File: config.mk
export PLATFORM = sky130hd
export DESIGN_NAME = keypad_edge_scanner_pin_check_top
export DESIGN_NICKNAME = d
export VERILOG_FILES = /design/src/hw/rtl/kpsc_pkg.sv /design/src/hw/rtl/kpsc_front.sv /design/src/hw/rtl/kpsc_queue.sv /design/src/hw/rtl/kpsc_back.sv /design/src/hw/rtl/keypad_edge_scanner_pin_check_top.sv
export SDC_FILE = /design/constraint.sdc
export NUM_CORES = 1
export LEC_CHECK = 0
export BUFFER_PORTS_ARGS = -buffer_cell sky130_fd_sc_hd__buf_2
export CAP_MARGIN = 10
export CELL_PAD_IN_SITES_DETAIL_PLACEMENT = 0
export CELL_PAD_IN_SITES_GLOBAL_PLACEMENT = 1
export CORE_MARGIN = 3
export CORE_UTILIZATION = 48
export DETAILED_ROUTE_END_ITERATION = 6
export PLACE_DENSITY = 0.84
export SLEW_MARGIN = 20
export SYNTH_ARGS = -nofsm -noshare
export SYNTH_HDL_FRONTEND = slang
export SYNTH_SLANG_ARGS = --single-unit
File: constraint.sdc
create_clock -name aclk -period 3.9 [get_ports aclk]
set_input_delay 0.195 -clock aclk [delete_from_list [all_inputs] [get_ports aclk]]
set_output_delay 0.195 -clock aclk [all_outputs]
set_load 0.03 [all_outputs]
File: src/hw/rtl/kpsc_pkg.sv
`timescale 1ns / 1ps

package kpsc_pkg;

    localparam int KEY_COUNT   = 16;
    localparam int SCAN_W      = 16;
    localparam int CODE_W      = 7;
    localparam int VERDICT_W   = 2;
    localparam int CFG_INDEX_W = 2;
    localparam int S_TDATA_W   = 32;
    localparam int M_TDATA_W   = 32;

    // Queue between the front and the back part.
    localparam int QDEPTH  = 4;
    localparam int QPTR_W  = $clog2(QDEPTH);
    localparam int QCNT_W  = $clog2(QDEPTH + 1);

    localparam logic [CFG_INDEX_W-1:0] CFG_CODE_FIRST  = 2'd0;
    localparam logic [CFG_INDEX_W-1:0] CFG_CODE_SECOND = 2'd1;

    localparam logic [CODE_W-1:0] RESET_CODE_FIRST  = 7'd51;  // '3'
    localparam logic [CODE_W-1:0] RESET_CODE_SECOND = 7'd53;  // '5'
    localparam logic [CODE_W-1:0] NO_KEY_CODE       = 7'd0;

    localparam logic [VERDICT_W-1:0] VERDICT_NONE     = 2'd0;
    localparam logic [VERDICT_W-1:0] VERDICT_FIRST    = 2'd1;
    localparam logic [VERDICT_W-1:0] VERDICT_MATCH    = 2'd2;
    localparam logic [VERDICT_W-1:0] VERDICT_MISMATCH = 2'd3;

    // One classified scan waiting for the code check.
    typedef struct packed {
        logic [SCAN_W-1:0] fresh_mask;
        logic [CODE_W-1:0] key_code;
    } kpsc_entry_t;

    // Read side of the queue as seen by the back part.
    typedef struct packed {
        logic        valid;
        kpsc_entry_t entry;
    } kpsc_q_rd_t;

    // Keypad legend: row 0 "123A", row 1 "456B", row 2 "789C", row 3 "*0#D".
    function automatic logic [CODE_W-1:0] key_ascii(input logic [3:0] idx);
        logic [CODE_W-1:0] c;
        unique case (idx)
            4'd0:    c = 7'h31;
            4'd1:    c = 7'h32;
            4'd2:    c = 7'h33;
            4'd3:    c = 7'h41;
            4'd4:    c = 7'h34;
            4'd5:    c = 7'h35;
            4'd6:    c = 7'h36;
            4'd7:    c = 7'h42;
            4'd8:    c = 7'h37;
            4'd9:    c = 7'h38;
            4'd10:   c = 7'h39;
            4'd11:   c = 7'h43;
            4'd12:   c = 7'h2A;
            4'd13:   c = 7'h30;
            4'd14:   c = 7'h23;
            default: c = 7'h44;
        endcase
        return c;
    endfunction

    // Lowest set bit wins: the row is found first, then the column within it.
    function automatic logic [CODE_W-1:0] encode_first_key(input logic [SCAN_W-1:0] mask);
        logic [1:0] row;
        logic [1:0] col;
        logic [3:0] row_bits;
        row = 2'd0;
        col = 2'd0;
        for (int r = 3; r >= 0; r--) begin
            if (mask[4*r +: 4] != 4'd0) begin
                row = 2'(r);
            end
        end
        row_bits = mask[4*row +: 4];
        for (int c = 3; c >= 0; c--) begin
            if (row_bits[c]) begin
                col = 2'(c);
            end
        end
        if (mask == '0) begin
            return NO_KEY_CODE;
        end
        return key_ascii({row, col});
    endfunction

endpackage

File: src/hw/rtl/kpsc_front.sv
`timescale 1ns / 1ps

module kpsc_front (
    input  logic                             aclk,
    input  logic                             aresetn,
    input  logic                             s_tvalid,
    output logic                             s_tready,
    input  logic [kpsc_pkg::S_TDATA_W-1:0]   s_tdata,
    input  logic                             q_full,
    output logic                             q_push,
    output kpsc_pkg::kpsc_entry_t            q_push_entry
);
    import kpsc_pkg::*;

    logic [SCAN_W-1:0] previous_mask_reg;
    logic [SCAN_W-1:0] previous_mask_next;
    logic [SCAN_W-1:0] debounced;
    logic [SCAN_W-1:0] fresh;

    assign s_tready  = !q_full;
    assign q_push    = s_tvalid && s_tready;

    // A key counts only if both snapshots see it and it was not down last time.
    assign debounced = s_tdata[SCAN_W-1:0] & s_tdata[2*SCAN_W-1:SCAN_W];
    assign fresh     = debounced & ~previous_mask_reg;

    assign q_push_entry.fresh_mask = fresh;
    assign q_push_entry.key_code   = encode_first_key(fresh);

    assign previous_mask_next = q_push ? debounced : previous_mask_reg;

    always_ff @(posedge aclk) begin
        if (!aresetn) begin
            previous_mask_reg <= '0;
        end else begin
            previous_mask_reg <= previous_mask_next;
        end
    end

endmodule

File: src/hw/rtl/kpsc_queue.sv
`timescale 1ns / 1ps

module kpsc_queue (
    input  logic                   aclk,
    input  logic                   aresetn,
    input  logic                   push,
    input  kpsc_pkg::kpsc_entry_t  push_entry,
    output logic                   full,
    input  logic                   pop,
    output kpsc_pkg::kpsc_q_rd_t   rd
);
    import kpsc_pkg::*;

    kpsc_entry_t       mem_reg [QDEPTH];
    logic [QPTR_W-1:0] wr_ptr_reg;
    logic [QPTR_W-1:0] wr_ptr_next;
    logic [QPTR_W-1:0] rd_ptr_reg;
    logic [QPTR_W-1:0] rd_ptr_next;
    logic [QCNT_W-1:0] count_reg;
    logic [QCNT_W-1:0] count_next;
    logic              do_pop;

    assign full     = (count_reg == QCNT_W'(QDEPTH));
    assign rd.valid = (count_reg != '0);
    assign rd.entry = mem_reg[rd_ptr_reg];
    assign do_pop   = pop && rd.valid;

    always_comb begin
        wr_ptr_next = push   ? wr_ptr_reg + 1'b1 : wr_ptr_reg;
        rd_ptr_next = do_pop ? rd_ptr_reg + 1'b1 : rd_ptr_reg;
        count_next  = count_reg;
        if (push && !do_pop) begin
            count_next = count_reg + 1'b1;
        end else if (!push && do_pop) begin
            count_next = count_reg - 1'b1;
        end
    end

    always_ff @(posedge aclk) begin
        if (push) begin
            mem_reg[wr_ptr_reg] <= push_entry;
        end
    end

    always_ff @(posedge aclk) begin
        if (!aresetn) begin
            wr_ptr_reg <= '0;
            rd_ptr_reg <= '0;
            count_reg  <= '0;
        end else begin
            wr_ptr_reg <= wr_ptr_next;
            rd_ptr_reg <= rd_ptr_next;
            count_reg  <= count_next;
        end
    end

endmodule

File: src/hw/rtl/kpsc_back.sv
`timescale 1ns / 1ps

module kpsc_back (
    input  logic                              aclk,
    input  logic                              aresetn,
    input  logic                              cfg_we,
    input  logic [kpsc_pkg::CFG_INDEX_W-1:0]  cfg_index,
    input  logic [kpsc_pkg::CODE_W-1:0]       cfg_wdata,
    input  kpsc_pkg::kpsc_q_rd_t              q_rd,
    output logic                              q_pop,
    output logic                              m_tvalid,
    input  logic                              m_tready,
    output logic [kpsc_pkg::M_TDATA_W-1:0]    m_tdata
);
    import kpsc_pkg::*;

    logic [CODE_W-1:0]    code_first_reg;
    logic [CODE_W-1:0]    code_second_reg;
    logic                 awaiting_second_reg;
    logic                 awaiting_second_next;
    logic [CODE_W-1:0]    held_first_key_reg;
    logic [CODE_W-1:0]    held_first_key_next;
    logic                 out_valid_reg;
    logic                 out_valid_next;
    logic [SCAN_W-1:0]    out_mask_reg;
    logic [CODE_W-1:0]    out_code_reg;
    logic [VERDICT_W-1:0] out_verdict_reg;
    logic [VERDICT_W-1:0] verdict;
    logic                 has_press;

    // The output register is refilled whenever it is empty or being emptied.
    assign q_pop     = q_rd.valid && (!out_valid_reg || m_tready);
    assign has_press = (q_rd.entry.fresh_mask != '0);

    always_comb begin
        verdict              = VERDICT_NONE;
        awaiting_second_next = awaiting_second_reg;
        held_first_key_next  = held_first_key_reg;
        if (q_pop && has_press) begin
            if (!awaiting_second_reg) begin
                held_first_key_next  = q_rd.entry.key_code;
                awaiting_second_next = 1'b1;
                verdict              = VERDICT_FIRST;
            end else begin
                awaiting_second_next = 1'b0;
                if (held_first_key_reg == code_first_reg &&
                    q_rd.entry.key_code == code_second_reg) begin
                    verdict = VERDICT_MATCH;
                end else begin
                    verdict = VERDICT_MISMATCH;
                end
            end
        end
        if (q_pop) begin
            out_valid_next = 1'b1;
        end else if (m_tready) begin
            out_valid_next = 1'b0;
        end else begin
            out_valid_next = out_valid_reg;
        end
    end

    always_ff @(posedge aclk) begin
        if (!aresetn) begin
            code_first_reg      <= RESET_CODE_FIRST;
            code_second_reg     <= RESET_CODE_SECOND;
            awaiting_second_reg <= 1'b0;
            held_first_key_reg  <= NO_KEY_CODE;
            out_valid_reg       <= 1'b0;
        end else begin
            if (cfg_we && cfg_index == CFG_CODE_FIRST) begin
                code_first_reg <= cfg_wdata;
            end
            if (cfg_we && cfg_index == CFG_CODE_SECOND) begin
                code_second_reg <= cfg_wdata;
            end
            awaiting_second_reg <= awaiting_second_next;
            held_first_key_reg  <= held_first_key_next;
            out_valid_reg       <= out_valid_next;
        end
    end

    always_ff @(posedge aclk) begin
        if (q_pop) begin
            out_mask_reg    <= q_rd.entry.fresh_mask;
            out_code_reg    <= q_rd.entry.key_code;
            out_verdict_reg <= verdict;
        end
    end

    assign m_tvalid = out_valid_reg;
    assign m_tdata  = {{(M_TDATA_W - SCAN_W - 1 - CODE_W - VERDICT_W){1'b0}},
                       out_verdict_reg, out_code_reg, (out_mask_reg != '0), out_mask_reg};

endmodule

File: src/hw/rtl/keypad_edge_scanner_pin_check_top.sv
`timescale 1ns / 1ps
// Keypad scanner with debounce, new-press detection and a two-key code check.
// Input stream (s_*): one transaction carries two 16-bit keypad snapshots taken
// one debounce interval apart; every input transaction yields exactly one
// output transaction (m_*) with the new-press mask, a press flag, the ASCII
// code of the first new key and the verdict of the code check.
// Configuration: cfg_we with cfg_index 0 writes the expected first key, index 1
// the expected second key; other indexes are ignored. Write only while idle.
// Throughput is one transaction per cycle while the queue is not full and the
// receiver keeps m_tready high. Each accepted scan is first classified and
// queued, then run through the code check into the output register.
// A four-entry queue sits between the two parts; when the receiver holds
// m_tready low the output register holds its transaction, the queue fills and
// s_tready falls once all four entries are taken.
// Reset (aresetn low, synchronous) empties the queue and output register,
// clears the stored previous mask and code check state and restores the
// code keys to '3' and '5'.
module keypad_edge_scanner_pin_check_top (
    input  logic                              aclk,
    input  logic                              aresetn,
    input  logic                              s_tvalid,
    output logic                              s_tready,
    // [15:0] first_scan, [31:16] second_scan
    input  logic [kpsc_pkg::S_TDATA_W-1:0]    s_tdata,
    output logic                              m_tvalid,
    input  logic                              m_tready,
    // [15:0] new_press_mask, [16] any_new_press, [23:17] key_code,
    // [25:24] verdict, [31:26] zero
    output logic [kpsc_pkg::M_TDATA_W-1:0]    m_tdata,
    input  logic                              cfg_we,
    input  logic [kpsc_pkg::CFG_INDEX_W-1:0]  cfg_index,
    input  logic [kpsc_pkg::CODE_W-1:0]       cfg_wdata
);
    import kpsc_pkg::*;

    logic        q_full;
    logic        q_push;
    logic        q_pop;
    kpsc_entry_t q_push_entry;
    kpsc_q_rd_t  q_rd;

    kpsc_front u_front (
        .aclk         (aclk),
        .aresetn      (aresetn),
        .s_tvalid     (s_tvalid),
        .s_tready     (s_tready),
        .s_tdata      (s_tdata),
        .q_full       (q_full),
        .q_push       (q_push),
        .q_push_entry (q_push_entry)
    );

    kpsc_queue u_queue (
        .aclk       (aclk),
        .aresetn    (aresetn),
        .push       (q_push),
        .push_entry (q_push_entry),
        .full       (q_full),
        .pop        (q_pop),
        .rd         (q_rd)
    );

    kpsc_back u_back (
        .aclk      (aclk),
        .aresetn   (aresetn),
        .cfg_we    (cfg_we),
        .cfg_index (cfg_index),
        .cfg_wdata (cfg_wdata),
        .q_rd      (q_rd),
        .q_pop     (q_pop),
        .m_tvalid  (m_tvalid),
        .m_tready  (m_tready),
        .m_tdata   (m_tdata)
    );

    // A verdict is given exactly when some key is newly pressed.
    a_verdict_press: assert property (@(posedge aclk) disable iff (!aresetn)
        m_tvalid |-> ((m_tdata[25:24] == VERDICT_NONE) == (m_tdata[15:0] == 16'd0)))
        else $error("verdict disagrees with new-press mask");

    // Without a new press the key code must be zero.
    a_code_none: assert property (@(posedge aclk) disable iff (!aresetn)
        (m_tvalid && !m_tdata[16]) |-> (m_tdata[23:17] == NO_KEY_CODE))
        else $error("key code set without a new press");

    // A queue entry is never pushed while the queue is full.
    a_no_overflow: assert property (@(posedge aclk) disable iff (!aresetn)
        q_full |-> !q_push)
        else $error("push into a full queue");

    // Nothing is offered in the first cycle after reset is released.
    a_reset_idle: assert property (@(posedge aclk)
        (aresetn && $past(!aresetn)) |-> !m_tvalid)
        else $error("output valid straight after reset");

endmodule

==> flow_metrics.py, run 1 <==
metrics = {
    "setup_path": {
        "endpoint_kind": "register",
        "cp-start-kind": "register",
        "required_ns": 4.05,
        "crit_start": "u_front.previous_mask_reg[10]$_SDFFE_PN0P_",
        "worst_ep_arrival_time_ns": 3.41,
        "crit_type": "reg -> reg",
        "rrSetupSlack_ns": 0.64,
        "worstPathMaxFanout": 7,
        "timing.rr.start": "u_front.previous_mask_reg[10]$_SDFFE_PN0P_",
    },
    "yosys": {
        "synth_flop_cell": "edfxtp_1",
        "postSynthAreaPerCell_um2": 14.0,
        "synthMuxAreaShare": 0.0984,
        "synth_cells": 493,
        "synth_compound_area_frac": 0.0639,
        "ys_ff_latch": 165,
        "synth_top_family_by_area": "simple AND/OR/NAND/NOR gates",
        "synth_adder_area_share": 0.0156,
        "ys_types": 49,
        "seq_area_frac_synth": 0.649,
        "async_reset_ff_frac": 0,
        "synth_edf_count": 117,
        "syn_area_um2": 6890,
        "synthXorXnorAreaFrac": 0.0242,
        "yosys_warnings": 0,
        "synth-simple-area-share": 0.112,
    },
    "power_and_ir_drop": {
        "p_seq_frac": 0.441,
        "p_int_uw": 3840,
        "switching_share": 0.311,
        "p_clk_frac": 0.292,
        "p_sw_uw": 1730,
        "p_leak_uw": 0.00299,
        "vdd_drop_max_uv": 240,
        "pwr_density_cell_nw_per_um2": 692,
        "comb_power_share": 0.267,
    },
    "clock_tree": {
        "htreeDepth": 4,
        "numCtsBuffers": 17,
        "clock_sink_count": 165,
        "clock_latency_ns": 0.41,
        "clk_path_buf_depth": 2,
        "clkTransAtPathRegs_ns": 0.06,
        "ctsRootBufferMaster": "clkbuf_16",
        "cts_tree": "done",
    },
    "grt": {
        "antenna_found_initial": 0,
        "grt_usage": 0.178,
        "grt_first_pass_wirelength_mm": 22.1,
        "grt_max_degree": 55,
        "grt_pass1_vias": 4341,
        "overflow": 0,
    },
    "floorplanning": {
        "num_rows": 43,
        "design.core.area_um2": 13900,
        "dieWidth_um": 126,
        "dieArea_um2": 15800,
        "die_y_um": 126,
        "initial_core_util": 0.494,
        "ioPinCount": 80,
    },
    "detailed_routing": {
        "drt-total-wl_mm": 13.5,
        "postRouteAntennaNets": 0,
        "drtPass1Iterations": 4,
        "wl_per_cell_um": 17.5,
        "num_vias": 4228,
        "drc": 0,
        "drt_iter0_markers": 314,
        "vias_per_cell": 5.49,
    },
    "timing": {
        "hold_violations": 0,
        "slew_viol_final": 0,
        "hold_slack_ns": 0.0315,
        "clock_skew_ns": 0.00748,
        "final-setup-viol-count": 0,
        "timing.setup.tns_ns": 0,
        "finalCritPeriodShare": 0.836,
        "period_needed_ns": 3.26,
        "maxSlewHeadroom": 0.401,
        "fmax_ghz": 0.307,
        "worst_pin_slew_ns": 0.891,
        "rsz0062_at_grt": "no",
    },
    "finish": {
        "nFillCells": 1113,
        "nets": 631,
        "syn2layout_area_growth_pct": 16.8,
        "layout_common_cells": "edfxtp_1 (117), buf_2 (73), dfxtp_1 (48)",
        "diodes": 0,
        "layout_commonest_cell": "edfxtp_1",
        "drive_above_1_share": 0.244,
        "largest_register_ffs": 92,
    },
    "placement": {
        "hpwl_mm": 9.52,
        "place_congestion": 0.871,
        "port_buffers": 73,
    },
    "run_status": {
        "outcome": "complete, no violations",
    },
    "min_path": {
        "min_from": "cfg_wdata[2]",
        "hp-class": "in -> reg",
    },
    "job": {
        "cap_violations": 0,
    },
}
-- metal layers --
metal  share of wire  up-vias  global-route usage  routed length (µm)
li1                -     2022                   -                   -
met1            0.45     2062               0.234                6020
met2            0.48      131               0.281                6480
met3           0.062       13              0.0564                 834
met4           0.012        0              0.0662                 162
met5               0        -                   0                   0
-- cells in the mapped netlist, types with 8 or more instances --
| master | instances | area (µm²) |
|---|---|---|
| o21ai_1 | 9 | 45.0 |
| nor4_1 | 14 | 87.6 |
| nand2_1 | 46 | 173 |
| nand3b_1 | 17 | 128 |
| clkbuf_1 | 10 | 37.5 |
| edfxtp_1 | 117 | 3510 |
| nand3_1 | 22 | 110 |
| dfxtp_1 | 48 | 961 |
| nand4_1 | 10 | 62.6 |
| inv_1 | 18 | 67.6 |
| xnor2_1 | 12 | 105 |
| mux2i_1 | 16 | 160 |
| mux4_2 | 23 | 518 |
| a21boi_1 | 15 | 113 |
| a21oi_1 | 8 | 40.0 |
-- power groups by stage --
stage / Clock, µW / Sequential, µW / Combinational [µW]
after floorplan: 0 / 2750 / 849
after global placement: 0 / 2480 / 1470
after detailed placement: 0 / 2500 / 1500
after CTS: 1660 / 2460 / 1500
after global routing: 1720 / 2500 / 1610
final: 1630 / 2460 / 1490
-- stage by stage --
stage / std cells / power, µW / area, µm² / setup slack (ns) / util
2_1_floorplan: 498 / 3590 / 6910 / 0.762 / -
5_1_grt: 770 / 5830 / 8050 / 0.397 / 0.578
3_3_place_gp: 734 / 3950 / 7420 / 0.748 / 0.532
3_5_place_dp: 734 / 3990 / 7420 / 0.718 / 0.533
6_report: 770 / 5570 / 8050 / 0.639 / 0.578
4_1_cts: 770 / 5620 / 8050 / 0.709 / 0.578
-- logic make-up (layout without fill, tap and decap cells) --
kind of cell    count (synthesis)  count (layout)
fa+ha+maj                       8               8
mux                            39              39
flops                         165             165
xor+xnor                       19              19
buf+inv                        51             143
compound gates                 65              65
simple gates                  145             145
other cells                     1               6
-- area by class of cell --
type	count	area (µm²)	area share
multi-input combinational	282	2200	0.273
clock buffer	22	484	0.0602
tap	180	225	0.0280
timing repair buffer	85	465	0.0578
inverter	26	97.6	0.0121
sequential	165	4470	0.556
clock inverter	10	104	0.0129
-- timing repair --
action                                 CTS  global route
gates resized for setup                  0             0
setup buffers                            0             0
hold buffers                             4             0
endpoints found under the hold margin    5             0
-- path summary, 6_finish.rpt --
path / end / depth (start not counted)
setup / recovery: u_queue.mem_reg[3][1]$_DFFE_PP_ / 11
hold / removal: u_back.code_second_reg[2]$_SDFFE_PN1P_ / 3
setup reg to reg: u_queue.mem_reg[3][1]$_DFFE_PP_ / 11
hold reg to reg: u_front.previous_mask_reg[2]$_SDFFE_PN0P_ / 2
-- worst max-delay path, stage by stage, from the launching register on --
cell and delay [ns]:
dfxtp_1 0.32, nand3b_1 0.18, inv_1 0.14, nor4_1 0.57, a21o_1 0.33, a21oi_1 0.20, a21oi_1 0.31, inv_1 0.08
ha_1 0.30, a221oi_1 0.26, o31ai_1 0.12, o311ai_1 0.18
No activity file was read; power rests on OpenSTA's default activity.
==> run 2, diff against run 1 <==
--- a/config.mk
+++ b/config.mk
@@ -10,9 +10,9 @@
 export CELL_PAD_IN_SITES_DETAIL_PLACEMENT = 0
 export CELL_PAD_IN_SITES_GLOBAL_PLACEMENT = 1
 export CORE_MARGIN = 3
-export CORE_UTILIZATION = 48
+export CORE_UTILIZATION = 43
 export DETAILED_ROUTE_END_ITERATION = 6
-export PLACE_DENSITY = 0.84
+export PLACE_DENSITY = 0.8
 export SLEW_MARGIN = 20
 export SYNTH_ARGS = -nofsm -noshare
 export SYNTH_HDL_FRONTEND = slang
==> constraint.sdc (replaced) <==
create_clock -name aclk -period 2.9 [get_ports aclk]
set_input_delay 0.145 -clock aclk [delete_from_list [all_inputs] [get_ports aclk]]
set_output_delay 0.145 -clock aclk [all_outputs]
set_load 0.03 [all_outputs]
==> run 2 against run 1 <==
Compared with the run above:
- cell area grew 6.5%
- largest power group unchanged
- worst setup slack worse by 0.44 ns
- non-clock buffer count is 48 higher
- flip-flop and latch count unchanged
- sequential power is 33% higher
- sequential share of layout area shrank 3.4 points
==> flow_metrics.py, run 2 (same netlist as run 1, synthesis figures left out) <==
metrics = {
    "clock_tree": {
        "cts_tree": "done",
        "clk_path_buf_depth": 2,
        "clkTransAtPathRegs_ns": 0.06,
        "clock_sink_count": 165,
        "htreeDepth": 4,
        "numCtsBuffers": 17,
        "ctsRootBufferMaster": "clkbuf_16",
        "clock_latency_ns": 0.42,
    },
    "setup_path": {
        "r2r_cells": 12,
        "worstPathMaxFanout": 6,
        "rrSetupSlack_ns": 0.23,
        "r2r_end": "u_queue.mem_reg[2][1]$_DFFE_PP_",
        "slowest_stage": "dlygate4sd3_1",
        "worst_ep_arrival_time_ns": 2.91,
        "required_ns": 3.10,
        "endpoint_kind": "register",
        "cp_num_buf_inv": 4,
        "crit_type": "in -> reg",
        "max_stage_delay_ns": 0.53,
        "path_depth": 13,
        "cp-start-kind": "input port",
        "path_delay_family": "buffers and inverters",
        "critical_path.cell_chain": "dlygate4sd3_1 -> buf_2 -> nand3b_1 -> inv_2 -> nor4_2 -> and3_1 -> o221ai_2 -> a21oi_2 -> inv_1 -> ha_1 -> a221oi_2 -> o31ai_1 -> o311ai_2",
        "timing.rr.start": "u_front.previous_mask_reg[11]$_SDFFE_PN0P_",
    },
    "grt": {
        "grt_pass1_vias": 4504,
        "grt_usage": 0.170,
        "grt_first_pass_wirelength_mm": 23.3,
        "grt_max_degree": 55,
        "antenna_found_initial": 0,
        "overflow": 0,
    },
    "min_path": {
        "hp-class": "in -> reg",
        "hold_depth": 4,
        "min_from": "m_tready",
        "min_to": "u_back.m_tvalid$_SDFFE_PN0P_",
    },
    "finish": {
        "syn2layout_area_growth_pct": 24.4,
        "layout_common_cells": "edfxtp_1 (117), buf_2 (73), dfxtp_1 (48)",
        "design_area_um2": 8570,
        "largest_register_ffs": 92,
        "diodes": 0,
        "layout_commonest_cell": "edfxtp_1",
        "nets": 679,
        "fin_util": 0.555,
        "drive_above_1_share": 0.260,
    },
    "detailed_routing": {
        "drt-total-wl_mm": 14.5,
        "drt_iter0_markers": 314,
        "drc": 0,
        "drtPass1Iterations": 5,
        "num_vias": 4437,
        "postRouteAntennaNets": 0,
        "wl_per_cell_um": 17.0,
        "vias_per_cell": 5.23,
    },
    "timing": {
        "slew_viol_final": 0,
        "finalCritPeriodShare": 0.933,
        "fmax_ghz": 0.370,
        "worst_pin_slew_ns": 0.825,
        "hold_violations": 0,
        "maxSlewHeadroom": 0.450,
        "final-setup-viol-count": 0,
        "clock_skew_ns": 0.00998,
        "period_needed_ns": 2.71,
    },
    "power_and_ir_drop": {
        "vdd_drop_max_uv": 353,
        "p_leak_uw": 0.00317,
        "pwr_density_cell_nw_per_um2": 882,
    },
    "placement": {
        "dpl_cell_area_um2": 7590,
        "port_buffers": 73,
        "hpwl_mm": 9.85,
        "place_congestion": 0.866,
    },
    "floorplanning": {
        "design.core.area_um2": 15400,
        "die_y_um": 133,
        "dieArea_um2": 17600,
        "dieWidth_um": 133,
        "ioPinCount": 80,
        "num_rows": 45,
        "initial_core_util": 0.447,
    },
    "run_status": {
        "outcome": "complete, no violations",
    },
    "job": {
        "cap_violations": 0,
    },
}
## run 2: changes by cell type in the layout (fill, tap and decap cells not counted), sizes merged
cell	previous run	this run
buf	81	98
clkbuf	22	19
clkinvlp	2	3
dlygate4sd3	4	35
inv	25	27
## run 2: per-stage QoR
| stage | hold WS, ns | std cells | power, µW | setup WS [ns] | setup TNS [ns] |
|---|---|---|---|---|---|
| 6_report | 0.0381 | 849 | 7560 | 0.195 | 0 |
| 5_1_grt | 0.0623 | 849 | 7920 | -0.0309 | -0.121 |
| 4_1_cts | 0.0193 | 848 | 7620 | 0.00914 | 0 |
| 3_5_place_dp | 0.379 | 781 | 5440 | 0.0269 | 0 |
| 3_3_place_gp | 0.372 | 781 | 5370 | 0.198 | 0 |
| 2_1_floorplan | 0.270 | 498 | 4830 | 0.297 | 0 |
## run 2: how the worst max path moves through the flow
| stage | end | startpoint |
|---|---|---|
| 2_1_floorplan | u_queue.mem_reg[0][1]$_DFFE_PP_ | u_front.previous_mask_reg[2]$_SDFFE_PN0P_ |
| 3_3_place_gp | u_queue.mem_reg[0][1]$_DFFE_PP_ | u_front.previous_mask_reg[9]$_SDFFE_PN0P_ |
| 3_5_place_dp | u_queue.mem_reg[2][1]$_DFFE_PP_ | u_front.previous_mask_reg[4]$_SDFFE_PN0P_ |
| 4_1_cts | u_queue.mem_reg[0][1]$_DFFE_PP_ | s_tdata[16] |
| 5_1_grt | u_queue.mem_reg[0][1]$_DFFE_PP_ | u_front.previous_mask_reg[9]$_SDFFE_PN0P_ |
| 6_report | u_queue.mem_reg[2][1]$_DFFE_PP_ | s_tdata[20] |
## run 2: repair_timing
| item | CTS | global route |
|---|---|---|
| gates resized for setup | 1 | 9 |
| hold buffers | 35 | 0 |
| pin swaps | 0 | 1 |
| buffers inserted | 0 | 1 |
| hold endpoints to repair | 25 | 0 |
| endpoints found under the setup margin | 4 | 12 |
## run 2: area by class of cell
class,instances,area (µm²)
Inverter,26,97.6
Multi-Input combinational cell,282,2250
Clock buffer,19,433
Timing Repair Buffer,133,916
Sequential cell,165,4470
Fill cell,1281,6860
Tap cell,211,264
Clock inverter,13,133
## run 2: layer usage
metal | track usage | vias to the layer above | share of wire
li1 | - | 2115 | -
met1 | 0.216 | 2155 | 0.43
met2 | 0.279 | 145 | 0.49
met3 | 0.0392 | 22 | 0.061
met4 | 0.0751 | 0 | 0.022
met5 | 0 | - | 0
## run 2: where the power goes
part           total [µW]  internal (µW)  switching (µW)
registers            3280           3090             190
clock network        2120           1260             861
logic                2150            800            1350
total                7560           5150            2400
## run 2: worst reg2reg max path: stages, from the launching register on
cell	delay [ns]
dfxtp_1	0.31
nand3b_1	0.28
inv_1	0.21
nor4_1	0.08
buf_4	0.15
a21o_1	0.17
a21oi_2	0.19
nand2b_1	0.10
a21o_1	0.16
ha_1	0.28
a221oi_2	0.25
o31ai_1	0.13
o311ai_2	0.13
